`config.mk`:
```
export PLATFORM = sky130hd
export DESIGN_NAME = fac_sum_stage
export DESIGN_NICKNAME = d
export VERILOG_FILES = /design/src/design/fac_pkg.sv /design/src/design/fac_sum_stage.sv
export SDC_FILE = /design/constraint.sdc
export NUM_CORES = 2
export LEC_CHECK = 0
export ABC_AREA = 1
export BUFFER_PORTS_ARGS = -buffer_cell sky130_fd_sc_hd__buf_4
export CAP_MARGIN = 20
export CORE_AREA = 5 5 525 527
export CTS_BUF_LIST = sky130_fd_sc_hd__clkbuf_8
export DETAILED_ROUTE_END_ITERATION = 16
export DIE_AREA = 0 0 530 532
export GPL_ROUTABILITY_DRIVEN = 0
export GPL_TIMING_DRIVEN = 0
export PLACE_DENSITY = 0.33
export SETUP_SLACK_MARGIN = 0.05
export SLEW_MARGIN = 20
export SYNTH_ARGS = -nofsm -noshare
export SYNTH_HDL_FRONTEND = slang
export SYNTH_SLANG_ARGS = --single-unit
```
`constraint.sdc`:
```
create_clock -name clk -period 1.6 [get_ports clk]
set_input_delay 0.24 -clock clk [delete_from_list [all_inputs] [get_ports clk]]
set_output_delay 0.24 -clock clk [all_outputs]
set_load 0.03 [all_outputs]
```
`src/design/fac_pkg.sv`:
```
// ----------------------------------------------------------------------------
// fac_pkg
// Shared types and constants for the frustum box culler: plane and corner
// records, fixed-point widths and request codes.
// ----------------------------------------------------------------------------
`default_nettype none

package fac_pkg;

	// plane count and slot index width
	localparam int NUM_PLANES = 6;
	localparam int PIDX_W     = 3;

	// signed q16.16 values and exact product / sum widths
	localparam int COORD_W = 32;
	localparam int FRAC_W  = 16;
	localparam int PROD_W  = 2 * COORD_W;
	localparam int SUM_W   = PROD_W + 2;

	// request codes
	typedef enum logic {
		REQ_LOAD = 1'b0,
		REQ_TEST = 1'b1
	} req_t;

	// one plane a*x + b*y + c*z + d
	typedef struct packed {
		logic [COORD_W-1:0] a;
		logic [COORD_W-1:0] b;
		logic [COORD_W-1:0] c;
		logic [COORD_W-1:0] d;
	} plane_t;

	// one box corner
	typedef struct packed {
		logic [COORD_W-1:0] x;
		logic [COORD_W-1:0] y;
		logic [COORD_W-1:0] z;
	} vec3_t;

	// three exact products of one plane
	typedef struct packed {
		logic [PROD_W-1:0] x;
		logic [PROD_W-1:0] y;
		logic [PROD_W-1:0] z;
	} prod3_t;

endpackage

`default_nettype wire

```
`src/design/fac_sum_stage.sv`:
```
// ----------------------------------------------------------------------------
// fac_sum_stage
// Exact plane sums and the visibility reduction, followed by the output
// register that holds a result beat until it is taken.
// ----------------------------------------------------------------------------
`default_nettype none

module fac_sum_stage (
	input  wire logic                       clk,
	input  wire logic                       arst_n,
	input  wire logic                       en,
	input  wire logic                       valid_s2,
	input  wire fac_pkg::prod3_t            prod_s2 [fac_pkg::NUM_PLANES],
	input  wire logic [fac_pkg::COORD_W-1:0] d_s2 [fac_pkg::NUM_PLANES],
	output logic                            out_valid,
	output logic                            visible
);
	import fac_pkg::*;

	logic signed [SUM_W-1:0]  sum [NUM_PLANES];
	logic [NUM_PLANES-1:0]    pass;
	logic                     valid_q;
	logic                     visible_q;

	// a*x + b*y + c*z + d*2^16, kept exact, only the sign matters
	always_comb begin
		for (int i = 0; i < NUM_PLANES; i++) begin
			sum[i] = SUM_W'($signed(prod_s2[i].x))
				+ SUM_W'($signed(prod_s2[i].y))
				+ SUM_W'($signed(prod_s2[i].z))
				+ (SUM_W'($signed(d_s2[i])) <<< FRAC_W);
			pass[i] = !sum[i][SUM_W-1];
		end
	end

	// output beat valid
	always_ff @(posedge clk or negedge arst_n) begin
		if (!arst_n) begin
			valid_q <= 1'b0;
		end else if (en) begin
			valid_q <= valid_s2;
		end
	end

	// result payload
	always_ff @(posedge clk) begin
		if (en && valid_s2) begin
			visible_q <= &pass;
		end
	end

	assign out_valid = valid_q;
	assign visible   = visible_q;

endmodule

`default_nettype wire

```
==> results.yml <==
job:
  cap_violations: 0
floorplan:
  die-height_um: 532
  start_util_pct: 10.85
  std_cell_rows: 191
  die_w_um: 530
  die_area_mm2: 0.2820
  coreArea_mm2: 0.2700
  ios: 1350
pwr:
  p_per_area_mw_per_mm2: 446.0
  finalPower_mw: 19.72
  p_leak_nw: 25.76
  irDropWorstVdd_mv: 0.2042
global_route:
  grt_usage_pct: 11.80
  grt_max_degree: 12
  grt_pass1_vias: 29610
  grt_pass1_wl_um: 231300
  grt-ovfl-total: 0
  antenna_found_initial: 92
sta:
  rsz0062_at_grt: "true"
  setup_viol: 1
  hold_viol: 0
  tightest_slew_ps: 806.1
  fmax_mhz: 270.3
  period_share_pct: 231.2
  relSlewSlack_pct: 46.20
  drv_slew: 0
  worst_slack_ps: -2100
  min_period_ps: 3700
  fin_skew_ps: 0
clock_network:
  clk_latency_ps: 210
  clk_pin_slew_ps: 30
  cts_sinks: 2
  ctsLongestPathBuffers: 2
  cts_tree: "done"
  cts_htree_levels: 1
  cts-root-buf: "clkbuf_8"
  numCtsBuffers: 3
drt:
  firstDrtPassIters: 4
  drt_wl_total_um: 171900
  drc: 0
  drtIter0Drc: 688
  via_per_inst: 3.064
  routedWlPerCell_um: 20.07
  drtAntennaViolNets: 0
  vias: 26250
layout:
  layout_common_cells: "1723 x inv_1, 1349 x buf_4, 665 x fa_1, 460 x ha_1, 281 x nand2_1"
  final_util_pct: 16.37
  drive_above_1_share_pct: 28.17
  syn_to_final_growth_pct: 50.85
  nNetsFinal: 7457
  postLayoutCellArea_mm2: 0.04421
  fillers: 31010
  finalNonFillerCells: 8565
  final_common_cell: "inv_1"
synthesis:
  synth_cell_types: 34
  synthArstFlopShare_pct: 50.00
  syn-num-nets: 6100
  avgSynthCellArea_um2: 8.101
  synth_cells: 3618
  yosys_warnings: 0
  ys.flop_type: "edfxtp_1"
  yosys_register_bits: 2
  yosysSeqAreaShare_pct: 0.1878
  synth_edf_count: 1
  syn_area_mm2: 0.02931
setup_path:
  crit_arrival_ps: 3750
  required_ps: 1650
  worstSetupEndpointType: "flop"
  slowest_delay_ps: 630
  path_max_fanout: 2
  crit_path_start_kind: "primary input"
  cpLargestDelayFamily: "adder cells"
  crit_chain: "buf_4 > inv_1 > fa_1 > inv_1 > fa_1 > ha_1 > nand2_1 > o21ai_0 > nor2_1 > nand2_1 > nand2_2 > nand2_8 > nand2_8 > nand2_2 > nand2_2 > nand2_4 > nand3_4 > nor2_4"
  critical_path.slowest_cell: "o21ai_0"
  crit_path_frequent_cell: "nand2_2"
  cp_num_buf_inv: 3
  worstSetupPathType: "in2reg"
run_status:
  status: "finished with violations"
  violations: "negative setup slack"
place:
  place_area_mm2: 0.04392
  port_buffers: 1349
  dpl.cell_count: 8537
  dp_hpwl_um: 170600
min_path:
  min_path_type: "in2reg"
## through the flow
step | hold WS (ps) | TNS [ps] | setup slack, ps
6_report | 264.0 | -2100 | -2100
5_1_grt | 254.1 | -2359 | -2359
4_1_cts | 246.0 | -2643 | -2643
3_5_place_dp | 17.73 | -4815 | -4815
3_3_place_gp | 17.65 | -4772 | -4772
2_1_floorplan | -55.59 | -1231 | -1231
## worst paths after layout
| path | start | end | slack (ps) | cells past startpoint |
|---|---|---|---|---|
| worst max-delay path | prod_s2[16] | visible | -2100 | 18 |
| worst min-delay path | en | out_valid | 260 | 2 |
| worst max register to register | out_valid | out_valid | 960 | 2 |
| worst min register to register | out_valid | out_valid | 560 | 2 |
| max in group asynchronous | arst_n | out_valid | 1090 | 2 |
| min in group asynchronous | arst_n | out_valid | 430 | 2 |
## flip-flops by register name, summed over array words and instances (netlist names)
register and cells:
visible 1, out_valid 1
## where the power goes
group	switching (mW)	internal (mW)
clock network	0.0434	0.163
registers	0.00177	0.0591
logic	10.8	8.61
## cell type report
cell class                      instances  area, um^2  share of cell area, %
Antenna cell                           21       52.55                 0.1189
Timing Repair Buffer                 1352       10170                  23.00
Inverter                             1728        6490                  14.68
Tap cell                             3570        4467                  10.10
Sequential cell                         2       55.05                 0.1245
Clock buffer                            3       41.29                0.09339
Multi-Input combinational cell       1888       22930                  51.87
Clock inverter                          1       3.754               0.008490
## cell families (layout without fill, tap and decap cells)
kind of cell    after synthesis  after routing  share of synthesized area (%)
other cells                   0             21                              0
fa+ha+maj                  1134           1134                          65.62
buf+inv                    1728           3084                          22.13
xor+xnor                      6              6                         0.1793
simple gates                485            485                          7.172
flops                         2              2                         0.1878
compound gates              263            263                          4.709
## worst register-to-register path, delay by kind of cell (launching register included)
family          cells  cell delay [ps]
buf+inv             1               40
compound gates      1              160
flops               1              340
## synth_stat cells (2+ instances only)
cell type / count / area (um^2)
a31oi_1: 7 / 43.79
nor4_1: 8 / 50.05
a21oi_1: 178 / 890.9
nor2_1: 82 / 307.8
xor2_1: 2 / 17.52
nand4_1: 30 / 187.7
nand2_1: 291 / 1092
o21ai_0: 56 / 280.3
o21bai_1: 3 / 22.52
fa_1: 672 / 13450
inv_1: 1727 / 6482
nand2_2: 3 / 18.77
nor3_1: 13 / 65.06
and3_1: 2 / 12.51
nand3_1: 42 / 210.2
nor3_2: 2 / 20.02
nand3b_1: 2 / 15.01
nor4_4: 2 / 42.54
o21a_1: 7 / 52.55
nor3b_2: 3 / 37.54
o211ai_1: 6 / 45.04
xnor2_1: 4 / 35.03
ha_1: 462 / 5781
a21o_1: 4 / 30.03
## routing by layer
metal	up-vias	wire [um]	GRT usage, %
met3	146	14470	3.645
met4	66	2650	1.376
li1	12780	-	-
met2	949	81950	20.49
met5	-	443	0
met1	12300	72410	14.69
## what timing repair did
action                                  4_1_cts  5_1_grt
hold endpoints to repair                      1        0
gates resized for setup                      27       18
hold buffers                                  1        0
pin swaps                                    13        6
buffers inserted                              2        0
endpoints found under the setup margin        1        1
Note: power is estimated with default switching activity, not from simulation.
