## config.mk

```make
export PLATFORM = sky130hd
export DESIGN_NAME = fac_plane_store
export DESIGN_NICKNAME = d
export VERILOG_FILES = /design/src/design/fac_pkg.sv /design/src/design/fac_plane_store.sv
export SDC_FILE = /design/constraint.sdc
export NUM_CORES = 1
export LEC_CHECK = 0
export ABC_AREA = 1
export BUFFER_PORTS_ARGS = -buffer_cell sky130_fd_sc_hd__buf_2
export CELL_PAD_IN_SITES_DETAIL_PLACEMENT = 0
export CELL_PAD_IN_SITES_GLOBAL_PLACEMENT = 2
export CORE_AREA = 5 5 348 350
export DETAILED_ROUTE_END_ITERATION = 7
export DIE_AREA = 0 0 353 355
export PLACE_DENSITY = 0.72
export SYNTH_ARGS = -nofsm -noshare
export SYNTH_HDL_FRONTEND = slang
export SYNTH_SLANG_ARGS = --single-unit
```

## constraint.sdc

```tcl
create_clock -name clk -period 0.8 [get_ports clk]
set_clock_uncertainty 0.05 [all_clocks]
set_input_delay 0.04 -clock clk [delete_from_list [all_inputs] [get_ports clk]]
set_output_delay 0.04 -clock clk [all_outputs]
set_load 0.1 [all_outputs]
```

## src/design/fac_pkg.sv

```systemverilog
// ----------------------------------------------------------------------------
// fac_pkg
// Shared types and constants for the frustum box culler: plane and corner
// records, fixed-point widths and request codes.
// ----------------------------------------------------------------------------
`default_nettype none

package fac_pkg;

	// plane count and slot index width
	localparam int NUM_PLANES = 6;
	localparam int PIDX_W     = 3;

	// signed q16.16 values and exact product / sum widths
	localparam int COORD_W = 32;
	localparam int FRAC_W  = 16;
	localparam int PROD_W  = 2 * COORD_W;
	localparam int SUM_W   = PROD_W + 2;

	// request codes
	typedef enum logic {
		REQ_LOAD = 1'b0,
		REQ_TEST = 1'b1
	} req_t;

	// one plane a*x + b*y + c*z + d
	typedef struct packed {
		logic [COORD_W-1:0] a;
		logic [COORD_W-1:0] b;
		logic [COORD_W-1:0] c;
		logic [COORD_W-1:0] d;
	} plane_t;

	// one box corner
	typedef struct packed {
		logic [COORD_W-1:0] x;
		logic [COORD_W-1:0] y;
		logic [COORD_W-1:0] z;
	} vec3_t;

	// three exact products of one plane
	typedef struct packed {
		logic [PROD_W-1:0] x;
		logic [PROD_W-1:0] y;
		logic [PROD_W-1:0] z;
	} prod3_t;

endpackage

`default_nettype wire

```

## src/design/fac_plane_store.sv

```systemverilog
// ----------------------------------------------------------------------------
// fac_plane_store
// Register file of frustum planes; at most one slot written per load beat,
// all slots read in parallel. Reset clears every plane to zero.
// ----------------------------------------------------------------------------
`default_nettype none

module fac_plane_store (
	input  wire logic                        clk,
	input  wire logic                        arst_n,
	input  wire logic                        wr_en,
	input  wire logic [fac_pkg::PIDX_W-1:0]  wr_idx,
	input  wire fac_pkg::plane_t             wr_plane,
	output fac_pkg::plane_t                  planes [fac_pkg::NUM_PLANES]
);
	import fac_pkg::*;

	plane_t planes_q [NUM_PLANES];

	// slot write, out-of-range slots are dropped
	always_ff @(posedge clk or negedge arst_n) begin
		if (!arst_n) begin
			for (int i = 0; i < NUM_PLANES; i++) begin
				planes_q[i] <= '0;
			end
		end else if (wr_en) begin
			for (int i = 0; i < NUM_PLANES; i++) begin
				if (wr_idx == PIDX_W'(i)) begin
					planes_q[i] <= wr_plane;
				end
			end
		end
	end

	assign planes = planes_q;

endmodule

`default_nettype wire

```

==> impl_metrics.json, run 1 <==
{
  "wirelength_um": 148000,
  "status": "complete, but fails checks",
  "synthCells": 3318,
  "fmax_mhz": 683,
  "synth_compound_area_share_pct": 0,
  "syn_nets": 3452,
  "hold_ws_ps": -151,
  "die-area_mm2": 0.125,
  "portBuffers": 901,
  "firstDrtPassIters": 5,
  "antenna_found_initial": 7,
  "die_w_um": 353,
  "fillerInstances": 10514,
  "grt_overflow": 0,
  "grt_pass1_vias": 27983,
  "r2r-start": "planes[720]",
  "via_per_inst": 4.50,
  "dp_cells": 5748,
  "p_per_area_mw_per_mm2": 3580,
  "violations": "negative hold slack, negative setup slack",
  "place_congestion": 0.822,
  "start_kind": "flop",
  "yosys_warnings": 0,
  "cp_cell_sequence": "buf_12",
  "grt_max_degree": 51,
  "clk_pin_slew_ps": 60,
  "grt_setup_unrepaired": "yes",
  "largest_register_ffs": 768,
  "worstSetupPathType": "flop to primary output",
  "slew_violations": 0,
  "synth_fa_ha_area_share_pct": 0,
  "max_slew_margin_pct": 58.1,
  "fin_crit_sh_pct": 183,
  "initial_core_util_pct": 25.3,
  "setup_viol": 1488,
  "required_ps": 710,
  "htreeDepth": 3,
  "critPathTopFamily": "flip-flops",
  "cts_buffers": 91,
  "drcViolationCount": 0,
  "min_period_ps": 1460,
  "tightest_slew_ps": 627,
  "synth_simple_gate_area_share_pct": 31.5,
  "fin_util_pct": 48.5,
  "p_leak_nw": 26.2,
  "final_cells": 6072,
  "fp.dieH_um": 355,
  "finalHoldViolations": 21,
  "synth_top_family_by_area": "simple AND/OR/NAND/NOR gates",
  "wl_per_cell_um": 24.4,
  "crit_start": "planes[537]",
  "clock_sinks": 768,
  "worst-path-buf-inv": 1,
  "place_ws_ps": -584,
  "fin_nets": 4597,
  "worst_path_max_delay_cell": "dfrtp_4",
  "synthMuxAreaShare_pct": 0,
  "io_pins": 902,
  "core_mm2": 0.117,
  "setup_tns_ps": -542400,
  "synth_cell_types": 12,
  "max_stage_delay_ps": 520,
  "max-vdd-ir-drop_mv": 2.08,
  "syn_to_final_growth_pct": 91.7,
  "cap_violations": 0,
  "placed_area_mm2": 0.0523,
  "track_usage_pct": 23.0,
  "synth_xor_area_share_pct": 0,
  "yosys_register_bits": 768,
  "hp-class": "input pin to asynchronous set/reset pin",
  "cts-root-buf": "clkbuf_16",
  "final_area_mm2": 0.0570,
  "drive_gt1_share_pct": 46.1,
  "power.total_mw": 204,
  "cp-end-kind": "primary output",
  "syn_area_per_cell_um2": 8.96,
  "vias": 27320,
  "clkLatencyLatePin_ps": 660,
  "arrival_ps": 1370,
  "dp_hpwl_um": 109000,
  "cp_max_fo": 2,
  "fp-row-count": 126,
  "clk_path_buf_depth": 3,
  "ant_nets": 0,
  "grt_pass1_wl_um": 213000,
  "cts_tree": "yes",
  "drt_iter0_markers": 1702,
  "setup_ws_ps": -663,
  "ys_seq_area_share_pct": 64.7,
  "syn-cell-area_mm2": 0.0297
}
[cell type report]
| cell class | instances | area [um2] | share of cell area, % |
|---|---|---|---|
| diodes | 2 | 5.00 | 0.00878 |
| clock buffers | 139 | 2770 | 4.86 |
| well taps | 1536 | 1920 | 3.37 |
| repair buffers | 1276 | 20300 | 35.6 |
| inverters | 6 | 27.5 | 0.0483 |
| clock inverters | 25 | 340 | 0.597 |
| flip-flops and latches | 768 | 22100 | 38.8 |
| multi-input cells | 2320 | 9520 | 16.7 |
[logic make-up (layout without fill, tap and decap cells)]
| logic type | Yosys count | after routing |
|---|---|---|
| buf+inv | 230 | 1446 |
| other cells | 0 | 2 |
| simple gates | 2320 | 2320 |
| flops | 768 | 768 |
[path summary, 6_finish.rpt]
path	slack (ps)	to	cells past startpoint
worst max-delay path	-660	planes[537]	1
worst min-delay path	-150	planes[398]	2
worst max register to register	-200	planes[720]	4
worst min register to register	470	planes[0]	2
max in group asynchronous	-200	planes[323]	4
min in group clk	-110	planes[736]	5
[cells in the mapped netlist]
cell / count / share of area (%)
nand2_1: 1802 / 23
dfrtp_1: 768 / 65
nand3_1: 512 / 8.6
buf_2: 193 / 3.2
clkbuf_1: 17 / 0.21
buf_4: 10 / 0.25
inv_1: 5 / 0.063
buf_1: 4 / 0.051
nor2_1: 3 / 0.038
nor2_2: 2 / 0.042
inv_2: 1 / 0.013
nor2_4: 1 / 0.038
[cells in the final DEF (no fill, tap or decap)]
cell type,n
buf_12,856
buf_2,132
buf_4,154
buf_6,2
buf_8,1
bufinv_16,5
clkbuf_1,19
clkbuf_16,93
clkbuf_2,1
clkbuf_8,27
clkinv_16,2
clkinv_2,12
clkinv_4,2
clkinv_8,1
clkinvlp_4,1
dfrtp_2,1
dfrtp_4,767
diode_2,2
dlygate4sd3_1,130
inv_1,3
inv_16,1
inv_2,2
inv_6,2
nand2_1,1778
nand2_2,18
nand2_4,2
nand2_8,4
nand3_1,512
nor2_4,6
[layer usage]
layer,share of wire (%),routed length (um),global-route usage [%],vias up
met5,0.0047,7,0,-
met4,3.3,4910,7.50,2
met3,8.4,12400,7.72,183
met2,47,69200,37.4,960
met1,42,61500,29.0,13488
li1,-,-,-,12687
[where the power goes]
part / switching (mW) / internal [mW] / total (mW)
Combinational: 68.5 / 32.5 / 101
Sequential: 8.76 / 51.0 / 59.7
Clock: 17.6 / 25.5 / 43.2
[what timing repair did]
item / CTS / global route
setup endpoints to repair: 768 / 1708
endpoints found under the hold margin: 1536 / 783
hold buffers: 131 / 1
buffers inserted: 12 / 15
gates resized for setup: 0 / 23
pin swaps: 0 / 1
No activity file was read; power rests on OpenSTA's default activity.
==> run 2: changes to the inputs <==
--- a/config.mk
+++ b/config.mk
@@ -12,6 +12,7 @@
 export CORE_AREA = 5 5 348 350
 export DETAILED_ROUTE_END_ITERATION = 7
 export DIE_AREA = 0 0 353 355
+export HOLD_SLACK_MARGIN = 0.06
 export PLACE_DENSITY = 0.72
 export SYNTH_ARGS = -nofsm -noshare
 export SYNTH_HDL_FRONTEND = slang
==> run 2 against run 1 <==
The flow still finishes with violations (negative hold slack, negative setup slack). Wire length hardly changed. Final area decreased by 0.12%. Via count about the same. Sequential share of layout area hardly changed. First-iteration DRC count down 3.7%. Total power about the same. Critical path depth is the same. Flip-flop and latch count unchanged. Largest cell class unchanged.
==> impl_metrics.json, run 2 (synthesis gave the netlist of run 1 again) <==
{
  "final_common_cell": "nand2_1",
  "power.switching_mw": 94.9,
  "arrival_ps": 1380,
  "cts_buffers": 91,
  "grt_setup_unrepaired": "yes",
  "violations": "negative hold slack, negative setup slack",
  "vias": 27343,
  "worstSetupPathType": "flop to primary output",
  "fmax_mhz": 681,
  "place_congestion": 0.822,
  "wirelength_um": 148000,
  "slew_violations": 0,
  "cts-root-buf": "clkbuf_16",
  "p_leak_nw": 26.2,
  "final_cells": 6068,
  "p_sw_share_pct": 46.6,
  "seq_power_share_pct": 29.3,
  "start_kind": "flop",
  "drive_gt1_share_pct": 45.8,
  "dp_cells": 5748,
  "antenna_found_initial": 7,
  "cp-end-kind": "primary output",
  "p_int_mw": 109,
  "pwr-share-comb_pct": 49.5,
  "cts_tree": "yes",
  "hold_ws_ps": -212,
  "fin_nets": 4593,
  "setup_tns_ps": -546780,
  "track_usage_pct": 23.0,
  "die_w_um": 353,
  "grt_max_degree": 51,
  "io_pins": 902,
  "setup_viol": 1488,
  "die-area_mm2": 0.125,
  "firstDrtPassIters": 5,
  "drt_iter0_markers": 1639,
  "portBuffers": 901,
  "htreeDepth": 3,
  "critPathTopFamily": "flip-flops",
  "grt_pass1_wl_um": 213000,
  "worst_path_max_delay_cell": "dfrtp_4",
  "setup_ws_ps": -667,
  "min_period_ps": 1470,
  "grt_overflow": 0,
  "largest_register_ffs": 768,
  "wl_per_cell_um": 24.4,
  "syn_to_final_growth_pct": 91.5,
  "most-common-layout-cells": "nand2_1, buf_12, dfrtp_4",
  "worst-path-buf-inv": 1,
  "dp_hpwl_um": 109000,
  "initial_core_util_pct": 25.3,
  "cp_max_fo": 2,
  "grt_pass1_vias": 27974,
  "fp.dieH_um": 355,
  "status": "complete, but fails checks",
  "via_per_inst": 4.51,
  "max-vdd-ir-drop_mv": 2.08,
  "max_stage_delay_ps": 520,
  "clkLatencyLatePin_ps": 660,
  "core_mm2": 0.117,
  "clock_sinks": 768,
  "drcViolationCount": 0,
  "hp-class": "input pin to flop",
  "finalHoldViolations": 31,
  "cap_violations": 0,
  "required_ps": 710,
  "cp_cell_sequence": "buf_12",
  "fp-row-count": 126,
  "fin_crit_sh_pct": 183,
  "clk_path_buf_depth": 3,
  "tightest_slew_ps": 635,
  "ant_nets": 0,
  "p_per_area_mw_per_mm2": 3580,
  "pwr-share-clk_pct": 21.2,
  "clk_pin_slew_ps": 60,
  "place_ws_ps": -584,
  "max_slew_margin_pct": 57.5
}
run 2: changes by cell type in the layout (fill, tap and decap cells not counted), sizes merged:
| cell | change |
|---|---|
| dlygate4sd3 | -1 |
| clkbuf | -1 |
| buf | -2 |
run 2: repair_timing:
item,4_1_cts,5_1_grt
pin swaps,0,1
endpoints found under the setup margin,768,1598
buffers inserted,12,13
hold endpoints to repair,1536,861
resized for setup,0,5
hold buffers,129,1
run 2: per-layer routing:
layer	track usage, %	part of all wire, %	wire length, um	vias to the layer above
met2	37.4	47	69100	947
met1	29.0	42	61700	13536
met3	7.72	8.3	12300	185
met5	0	0.0047	7	-
li1	-	-	-	12673
met4	7.50	3.3	4940	2
run 2: path summary, 6_finish.rpt:
kind | from | end | cells after the start | slack [ps]
setup / recovery | planes[383] | planes[383] | 1 | -670
min in group asynchronous | arst_n | planes[398] | 2 | -150
setup reg to reg | planes[720] | planes[720] | 4 | -200
hold reg to reg | planes[0] | planes[0] | 2 | 470
max in group asynchronous | arst_n | planes[192] | 4 | -200
hold / removal | wr_idx[1] | planes[523] | 4 | -210
run 2: final cells by class:
type	instances	area [um2]
clock inverters	25	340
well taps	1536	1920
repair buffers	1272	20300
flip-flops and latches	768	22100
multi-input cells	2320	9480
fillers	10517	60500
inverters	6	27.5
clock buffers	139	2770
diodes	2	5.00
run 2: stage by stage:
stage | instance area (um2) | power (mW) | utilization, %
3_5_place_dp | 52300 | 161 | 44.5
3_3_place_gp | 52300 | 161 | 44.5
6_report | 56900 | 204 | 48.5
5_1_grt | 56900 | 210 | 48.5
2_1_floorplan | 32900 | 116 | -
4_1_cts | 56800 | 205 | 48.4
run 2: power by group through the flow:
stage	registers [mW]	logic, mW	clock network (mW)
floorplan	110	6.20	0
global placement	60.2	100	0
detailed placement	60.5	101	0
CTS	59.8	101	44.3
global route	60.6	104	45.9
finish	59.7	101	43.1
run 2: worst reg2reg max path, stage by stage (launching register included):
cell	delay, ps
dfrtp_4	480
buf_4	140
buf_4	120
nand2_1	50
nand2_1	50
